===== config.mk =====
export PLATFORM = sky130hd
export DESIGN_NAME = allp_seq
export DESIGN_NICKNAME = d
export VERILOG_FILES = /design/src/hw/rtl/allp_pkg.sv /design/src/hw/rtl/allp_seq.sv
export VERILOG_INCLUDE_DIRS = /design/src /design/src/hw/rtl
export SDC_FILE = /design/constraint.sdc
export NUM_CORES = 1
export LEC_CHECK = 0
export ABC_CLOCK_PERIOD_IN_PS = 5100
export BUFFER_PORTS_ARGS = -buffer_cell sky130_fd_sc_hd__buf_2
export CELL_PAD_IN_SITES_DETAIL_PLACEMENT = 1
export CELL_PAD_IN_SITES_GLOBAL_PLACEMENT = 1
export CORE_ASPECT_RATIO = 1.4
export CORE_UTILIZATION = 36
export CTS_BUF_LIST = sky130_fd_sc_hd__clkbuf_4 sky130_fd_sc_hd__clkbuf_8
export DETAILED_ROUTE_END_ITERATION = 6
export PLACE_DENSITY = 0.7
export SLEW_MARGIN = 20
export SYNTH_ARGS = -nofsm -noshare
export SYNTH_HDL_FRONTEND = slang
export SYNTH_SLANG_ARGS = --single-unit

===== constraint.sdc =====
create_clock -name clk -period 5.1 [get_ports clk]
set_input_delay 0.765 -clock clk [delete_from_list [all_inputs] [get_ports clk]]
set_output_delay 0.765 -clock clk [all_outputs]
set_load 0.005 [all_outputs]

===== src/hw/rtl/assert_macros.svh =====
// assertion macros for the rtl files, included by the sequencer
`ifndef ASSERT_MACROS_SVH
`define ASSERT_MACROS_SVH

// checked at every edge outside reset
`define ALLP_ASSERT(lbl, clk, rst, prop, msg) \
  lbl: assert property (@(posedge clk) disable iff (rst) prop) else $error(msg);

// checked at every edge, reset included
`define ALLP_ASSERT_ALWAYS(lbl, clk, prop, msg) \
  lbl: assert property (@(posedge clk) prop) else $error(msg);

`endif


===== src/hw/rtl/allp_pkg.sv =====
// shared types and constants of the allpass biquad cascade
package allp_pkg;

  localparam int MAX_STAGES_DEF      = 128;
  localparam int SAMPLE_BITS_DEF     = 24;
  localparam int COEFF_FRAC_BITS_DEF = 22;

  localparam int COEFF_BITS = 24;
  localparam int COUNT_BITS = 8;
  localparam int CFG_IDX_W  = 2;
  localparam int CFG_DATA_W = 24;

  localparam logic [CFG_IDX_W-1:0] REG_COEFF_B0    = 2'd0;
  localparam logic [CFG_IDX_W-1:0] REG_COEFF_B1    = 2'd1;
  localparam logic [CFG_IDX_W-1:0] REG_STAGE_COUNT = 2'd2;
  localparam logic [CFG_IDX_W-1:0] REG_DOUBLE_PASS = 2'd3;

  localparam logic signed [COEFF_BITS-1:0] B0_RESET    = 24'sd3777100;
  localparam logic signed [COEFF_BITS-1:0] B1_RESET    = -24'sd7960460;
  localparam logic [COUNT_BITS-1:0]        COUNT_RESET = 8'd4;

  typedef enum logic [2:0] {
    ST_CLEAR,
    ST_IDLE,
    ST_MUL,
    ST_SUM,
    ST_FIN,
    ST_DONE
  } state_t;

  typedef struct packed {
    logic load;
    logic mul;
    logic sum;
    logic fin;
    logic clear;
    logic deliver;
  } ctrl_t;

endpackage


===== src/hw/rtl/allp_seq.sv =====
// sequencer: clearing pass, section walk over both banks, memory addressing
`include "assert_macros.svh"

module allp_seq import allp_pkg::*; #(
  parameter int MAX_STAGES = MAX_STAGES_DEF
) (
  input  logic                            clk,
  input  logic                            rst,
  input  logic                            in_valid,
  output logic                            in_ready,
  input  logic                            out_free,
  input  logic [COUNT_BITS-1:0]           stage_count,
  input  logic                            double_pass,
  output ctrl_t                           ctrl,
  output logic                            rd_en,
  output logic [$clog2(2*MAX_STAGES)-1:0] rd_addr,
  output logic                            wr_en,
  output logic [$clog2(2*MAX_STAGES)-1:0] wr_addr
);

  localparam int DEPTH  = 2 * MAX_STAGES;
  localparam int ADDR_W = $clog2(DEPTH);
  localparam int STG_W  = $clog2(MAX_STAGES + 1);
  localparam int CNT_W  = (STG_W > COUNT_BITS) ? STG_W : COUNT_BITS;

  state_t             state, state_next;
  logic [ADDR_W-1:0]  clr_addr;
  logic [STG_W-1:0]   stage;
  logic               pass;
  logic [STG_W-1:0]   n_q;
  logic               dbl_q;

  logic [CNT_W-1:0]   cnt_ext;
  logic [STG_W-1:0]   n_eff;
  logic [STG_W-1:0]   stage_inc;
  logic               last_in_pass;
  logic               more_pass;
  logic               go_on;

  function automatic logic [ADDR_W-1:0] slot(input logic p, input logic [STG_W-1:0] s);
    return p ? ADDR_W'(MAX_STAGES) + ADDR_W'(s) : ADDR_W'(s);
  endfunction

  // counts above the bank size saturate
  assign cnt_ext      = CNT_W'(stage_count);
  assign n_eff        = (cnt_ext > CNT_W'(MAX_STAGES)) ? STG_W'(MAX_STAGES) : STG_W'(cnt_ext);
  assign stage_inc    = stage + STG_W'(1);
  assign last_in_pass = (stage_inc == n_q);
  assign more_pass    = !pass && dbl_q;
  assign go_on        = !last_in_pass || more_pass;

  always_comb begin
    state_next = state;
    case (state)
      ST_CLEAR: begin
        if (clr_addr == ADDR_W'(DEPTH - 1)) state_next = ST_IDLE;
      end
      ST_IDLE: begin
        if (in_valid) state_next = (n_eff == '0) ? ST_DONE : ST_MUL;
      end
      ST_MUL: state_next = ST_SUM;
      ST_SUM: state_next = ST_FIN;
      ST_FIN: begin
        state_next = go_on ? ST_MUL : ST_DONE;
      end
      ST_DONE: begin
        if (out_free) state_next = ST_IDLE;
      end
      default: state_next = ST_CLEAR;
    endcase
  end

  always_comb begin
    in_ready     = 1'b0;
    ctrl         = '0;
    rd_en        = 1'b0;
    rd_addr      = slot(1'b0, '0);
    wr_en        = 1'b0;
    wr_addr      = slot(pass, stage);
    case (state)
      ST_CLEAR: begin
        ctrl.clear = 1'b1;
        wr_en      = 1'b1;
        wr_addr    = clr_addr;
      end
      ST_IDLE: begin
        in_ready  = 1'b1;
        ctrl.load = in_valid;
        rd_en     = in_valid && (n_eff != '0);
      end
      ST_MUL: ctrl.mul = 1'b1;
      ST_SUM: ctrl.sum = 1'b1;
      ST_FIN: begin
        ctrl.fin = 1'b1;
        wr_en    = 1'b1;
        rd_en    = go_on;
        // fetch the next section while this one writes back
        rd_addr  = last_in_pass ? slot(1'b1, '0) : slot(pass, stage_inc);
      end
      ST_DONE: ctrl.deliver = out_free;
      default: ctrl = '0;
    endcase
  end

  always_ff @(posedge clk) begin
    if (rst) begin
      state    <= ST_CLEAR;
      clr_addr <= '0;
      stage    <= '0;
      pass     <= 1'b0;
      n_q      <= '0;
      dbl_q    <= 1'b0;
    end else begin
      state <= state_next;
      if (state == ST_CLEAR) begin
        clr_addr <= clr_addr + ADDR_W'(1);
      end
      if (ctrl.load) begin
        stage <= '0;
        pass  <= 1'b0;
        n_q   <= n_eff;
        dbl_q <= double_pass;
      end else if (ctrl.fin) begin
        if (!last_in_pass) begin
          stage <= stage_inc;
        end else if (more_pass) begin
          stage <= '0;
          pass  <= 1'b1;
        end
      end
    end
  end

  `ALLP_ASSERT_ALWAYS(a_clear_after_reset, clk, rst |=> (state == ST_CLEAR), "no clear after reset")
  `ALLP_ASSERT(a_no_rw_collision, clk, rst, (rd_en && wr_en) |-> (rd_addr != wr_addr), "read and write hit one entry")
  `ALLP_ASSERT(a_stage_in_range, clk, rst, (state == ST_MUL) |-> (stage < n_q), "section beyond count")
  `ALLP_ASSERT(a_second_pass_enabled, clk, rst, pass |-> dbl_q, "second bank used without double pass")

endmodule


=== Yosys cells after proc, flatten, opt, wreduce, memory -nomap -nowiden ===
Index checks and enable logic that the tools add are counted.

* Flip-flop bits (word level): 29
* Latch bits: 0
* Bits in writable memories: 0
* ROM bits: 0
* Input port bits: 13
* Output and inout bits: 25
* Word-level logic and storage cells: 58
* Memories: 0

* Add/sub/neg operators: 4
* $mul: 0
* Divide/modulo/power cells: 0
* $lt $le $gt $ge: 1
* Equal/unequal tests: 11
* Shift-type cells: 0
* Mux-type cells: 23
* Bitwise logic cells: 0
* Reductions and logical operators: 13

{| class="wikitable"
|+ Operators by type and width
! operator !! number
|-
| $mux W8 || 8
|-
| $pmux W3 S6 || 1
|-
| $add A8 B1 Y8 const B || 2
|-
| $add A8 B8 Y8 const A || 2
|-
| $mux W3 || 5
|-
| $eq A8 B8 Y1 || 1
|-
| $eq A8 B8 Y1 const B || 1
|-
| $gt A8 B8 Y1 const B || 1
|-
| $logic_not A8 Y1 || 1
|-
| $mux W1 || 8
|-
| $reduce_bool A8 Y1 || 1
|-
| $eq A3 B2 Y1 const B || 2
|-
| $eq A3 B3 Y1 const B || 2
|-
| $ne A2 B2 Y1 const B || 3
|-
| $reduce_and A3 Y1 || 2
|-
| $reduce_or A2 Y1 || 2
|-
| $eq A3 B1 Y1 const B || 1
|-
| $logic_not A3 Y1 || 1
|-
| $logic_and A1 B1 Y1 || 2
|-
| $logic_not A1 Y1 || 2
|-
| $ne A2 B1 Y1 const B || 1
|-
| $pmux W1 S2 || 1
|-
| $reduce_and A2 Y1 || 1
|-
| $logic_or A1 B1 Y1 || 1
|}

=== Longest topological paths before layout ===
* Depth in word-level cells: 6
* Depth in mapped cells: 8
* Depth with buffers taken out: 7

=== Worst setup path after synthesis ===
Ideal clock, no wire load.

* Path kind: reg-to-output
* From: register stage[0]
* To: output rd_en
* Data arrival time: 1.967 ns
* Slack: 2.368 ns
* Stages on the path, launching flop included: 8
* Cell sequence: dfxtp_1 ha_1 nand3_2 xor2_1 a221oi_2 and4_4 a21oi_4 o21bai_1

* Word-level cells in the longest chain between the ends: 5

{| class="wikitable"
|+ RTL lines
! item !! line !! text
|-
| start: declaration || allp_seq.sv:28 || <nowiki>logic [STG_W-1:0] stage;</nowiki>
|-
| start signal: assignment || allp_seq.sv:125 || <nowiki>stage <= stage_inc;</nowiki>
|-
| $add A8 B1 Y8 || allp_seq.sv:47 || <nowiki>assign stage_inc = stage + STG_W'(1);</nowiki>
|-
| $eq A8 B8 Y1 || allp_seq.sv:48 || <nowiki>assign last_in_pass = (stage_inc == n_q);</nowiki>
|-
| $logic_not A1 Y1 || -- ||
|-
| $logic_or A1 B1 Y1 || allp_seq.sv:50 || <nowiki>assign go_on = !last_in_pass || more_pass;</nowiki>
|-
| $pmux W1 S2 || allp_seq.sv:80 || <nowiki>case (state)</nowiki>
|-
| end: declaration || allp_seq.sv:15 || <nowiki>output logic rd_en,</nowiki>
|}

No other way between the ends.

=== Worst setup path in the final report ===
Same ends and word-level chain as after synthesis.

==> impl_metrics.yaml <==
critical_path:
  reg2reg_slack_ps: 2590
  max_stage_delay_ps: 490
  crit_required_ps: 4340
  reg2reg_to: "stage[1]$_SDFFE_PP0P_"
  worst-path-buf-inv: 1
  arrival_ps: 2690
  crit_path_start_kind: "register"
  critical-path-top-delay-family: "simple AND/OR/NAND/NOR gates"
  rr_worst_depth: 7
  end_kind: "primary output"
  cp_slowest_cell: "dfxtp_1"
  worstPathMaxFanout: 9
  critPathKind: "reg2out"
  cp_cell_sequence: "ha_1 > nand3_2 > nor2_1 > xnor3_1 > and4_4 > a21oi_4 > o21bai_1 > buf_2"
  timing.rr.start: "stage[0]$_SDFFE_PP0P_"
synth:
  syn_inst: 234
  syn-num-nets: 249
  synth_warnings: 0
  synth-seq-area-share_pct: 29.4
  yosys.area_share.adder_pct: 1.27
  ys_seq_elements: 29
  async_flop_share_pct: 0
  syn_area_per_cell_sq_um: 8.43
  synth_mux_area_share_pct: 4.51
  synth-xor-area-share_pct: 11.3
  synth_top_family_by_area: "simple AND/OR/NAND/NOR gates"
  synth_edf_count: 0
  synthFlopType: "dfxtp_1"
  synth_compound_area_share_pct: 17.4
  synth_area_sq_um: 1970
  synth-simple-area-share_pct: 31.6
  post_synth_num_cell_types: 57
sta:
  clock_skew_ps: 6.24
  finalCritPeriodShare_pct: 67.8
  worst_slew_pin_slew_ps: 1040
  max_freq_ghz: 0.289
  period_minus_slack_ps: 3460
  rsz0062_at_grt: "no"
  tns_ps: 0
  setup_viol: 0
  slew_headroom_pct: 30.1
  hold_violations: 0
  slew_violations: 0
clock_tree:
  holdBufCountCts: 0
  ctsResizeCount: 0
  cts_max_level: 2
  post-cts-setup-buffers: 0
  cts_tree: "done"
  clockBufferDepth: 2
  cts.sinks: 29
  cts_buffers: 5
  ctsRootBufferMaster: "clkbuf_8"
  clkLatencyLatePin_ps: 280
  clk_pin_slew_worst_paths_ps: 60
global_routing:
  met3_usage_pct: 3.03
  grt_start_max_net_pins: 20
  grt_pass1_wl_um: 8600
  grt-ovfl-total: 0
  grt_busiest_layer: "met2"
  met2_usage_pct: 34.3
  grt_pass1_vias: 1718
  antenna_found_initial: 0
  grt.met1_usage_pct: 24.0
  grtUsageTotal_pct: 19.5
worst_hold_path:
  min_from: "dbl_q$_SDFFE_PP0P_"
  whs_endpoint: "dbl_q$_SDFFE_PP0P_"
  hold_class: "reg2reg"
  whs_path_depth: 2
floorplan:
  ios: 38
  rows: 31
  die_area_sq_um: 5780
  die_w_um: 64.6
  start_util_pct: 37.7
  coreArea_sq_um: 5240
  die_h_um: 89.6
finish:
  multi_input_area_sq_um: 1310
  area_growth_pct: 15.3
  fillers: 671
  seq_area_sq_um: 581
  layout.cells.non_filler: 332
  nNetsFinal: 281
  antennaDiodeCount: 0
  utilization_pct: 43.4
  drive_gt1_share_pct: 25.6
detailed_routing:
  wl_um: 5280
  drt_first_pass_iters: 4
  wl_per_cell_um: 15.9
  vias_per_cell: 5.41
  drc: 0
  drt_iter0_markers: 63
  ant_nets: 0
  num_vias: 1795
place:
  dp_hpwl_um: 4020
  gp_congestion: 0.769
  dp.cells: 325
  port_buffers: 37
power_and_ir_drop:
  cell_internal_pwr_mw: 0.359
  switching_power_mw: 0.109
  switching_share_pct: 23.3
  power_frac_seq_pct: 50.4
  peakVddDrop_mv: 0.104
  static-leakage-power_nw: 0.928
  cellPowerDensity_nw_per_um2: 206
  power_frac_comb_pct: 7.2
  clockPowerShare_pct: 42.4
outcome:
  status: "finished, final reports clean"
run:
  max_cap_violations: 0
==> how the worst max path moves through the flow <==
stage | from | slack, ps | cells after the start | to
6_report | stage[0]$_SDFFE_PP0P_ | 1640 | 8 | rd_en
5_1_grt | stage[0]$_SDFFE_PP0P_ | 1410 | 8 | rd_addr[5]
4_1_cts | stage[0]$_SDFFE_PP0P_ | 1610 | 8 | rd_addr[5]
3_5_place_dp | stage[0]$_SDFFE_PP0P_ | 1920 | 8 | rd_en
3_3_place_gp | stage[0]$_SDFFE_PP0P_ | 2020 | 8 | rd_en
2_1_floorplan | stage[0]$_SDFFE_PP0P_ | 2370 | 7 | rd_en
==> registers in the layout, summed over array words and instances (netlist names) <==
signal,cells
clr_addr,8
dbl_q,1
n_q,8
pass,1
stage,8
state,3
==> power by group through the flow <==
stage	registers (mW)	clock network, mW	logic (mW)
floorplan	0.237	0	0.0246
CTS	0.236	0.202	0.0343
global route	0.236	0.211	0.0381
global placement	0.241	0	0.0340
finish	0.236	0.198	0.0337
detailed placement	0.241	0	0.0341
==> worst reg2reg max path, stage by stage, from the launching register on <==
cell and delay (ps):
dfxtp_1 490, ha_1 370, nand3_2 150, xor2_1 210
a221oi_2 430, nand4_4 230, and3_4 260, o31a_1 280
==> logic make-up after synthesis <==
group / after synthesis
and+or+nand+nor: 106
AOI/OAI and AO/OA: 48
DFF: 29
xor gates and xnor gates: 23
buffers and inverters: 18
muxes: 8
adders and majority gates: 2
==> cell type report <==
cell class              count  share of cell area (%)
multi-input cells         187                    57.6
flip-flops and latches     29                    25.5
repair buffers             38                    8.48
clock buffers               7                    3.96
well taps                  66                    3.63
inverters                   5                   0.826
==> synthesized netlist by cell type, drive strengths merged (3+ instances only) <==
library cell	instances	area share, %
nor2b	6	1.9
nand2b	5	1.6
o21ai	16	4.1
clkbuf	5	0.95
nor3b	6	2.3
xor2	13	6.2
dfxtp	29	29
or3	3	0.95
a22o	5	2.2
nand3	7	2.3
and4	3	1.6
mux2	7	4.0
nor3	7	2.0
nand4	6	2.7
inv	5	0.95
buf	8	2.5
xnor2	9	4.0
nor2	22	4.2
nand2	21	4.1
nor4	5	2.3
and3	8	2.8
a21oi	13	3.9
==> stage by stage <==
stage / worst slack, ps / hold WS [ps] / cell area, sq um / total power [mW]
3_5_place_dp: 1920 / 499 / 2180 / 0.275
2_1_floorplan: 2370 / 454 / 1970 / 0.262
3_3_place_gp: 2020 / 486 / 2180 / 0.275
4_1_cts: 1610 / 509 / 2270 / 0.472
5_1_grt: 1410 / 530 / 2270 / 0.486
6_report: 1640 / 500 / 2270 / 0.468
==> metal layers <==
metal | wire length (um) | part of all wire, %
met1 | 2390 | 45
met2 | 2700 | 51
met3 | 105 | 2.0
met4 | 82 | 1.6
met5 | 0 | 0
==> layout by cell type (no fill, tap or decap), drive strengths merged, types with 2 or more instances in the layout <==
cell	instances
and4	3
o311ai	2
nand3	7
nand2	21
clkbuf	7
o31a	2
ha	2
buf	38
inv	5
nor2b	6
nor3	7
or3b	2
nor2	22
nor4	5
nor3b	6
and3	8
mux2	7
dfxtp	29
xnor2	9
nand2b	5
xor2	13
nand4	6
o21ai	16
a21oi	13
a22o	5
or3	3
Note: power is estimated with default switching activity, not from simulation.
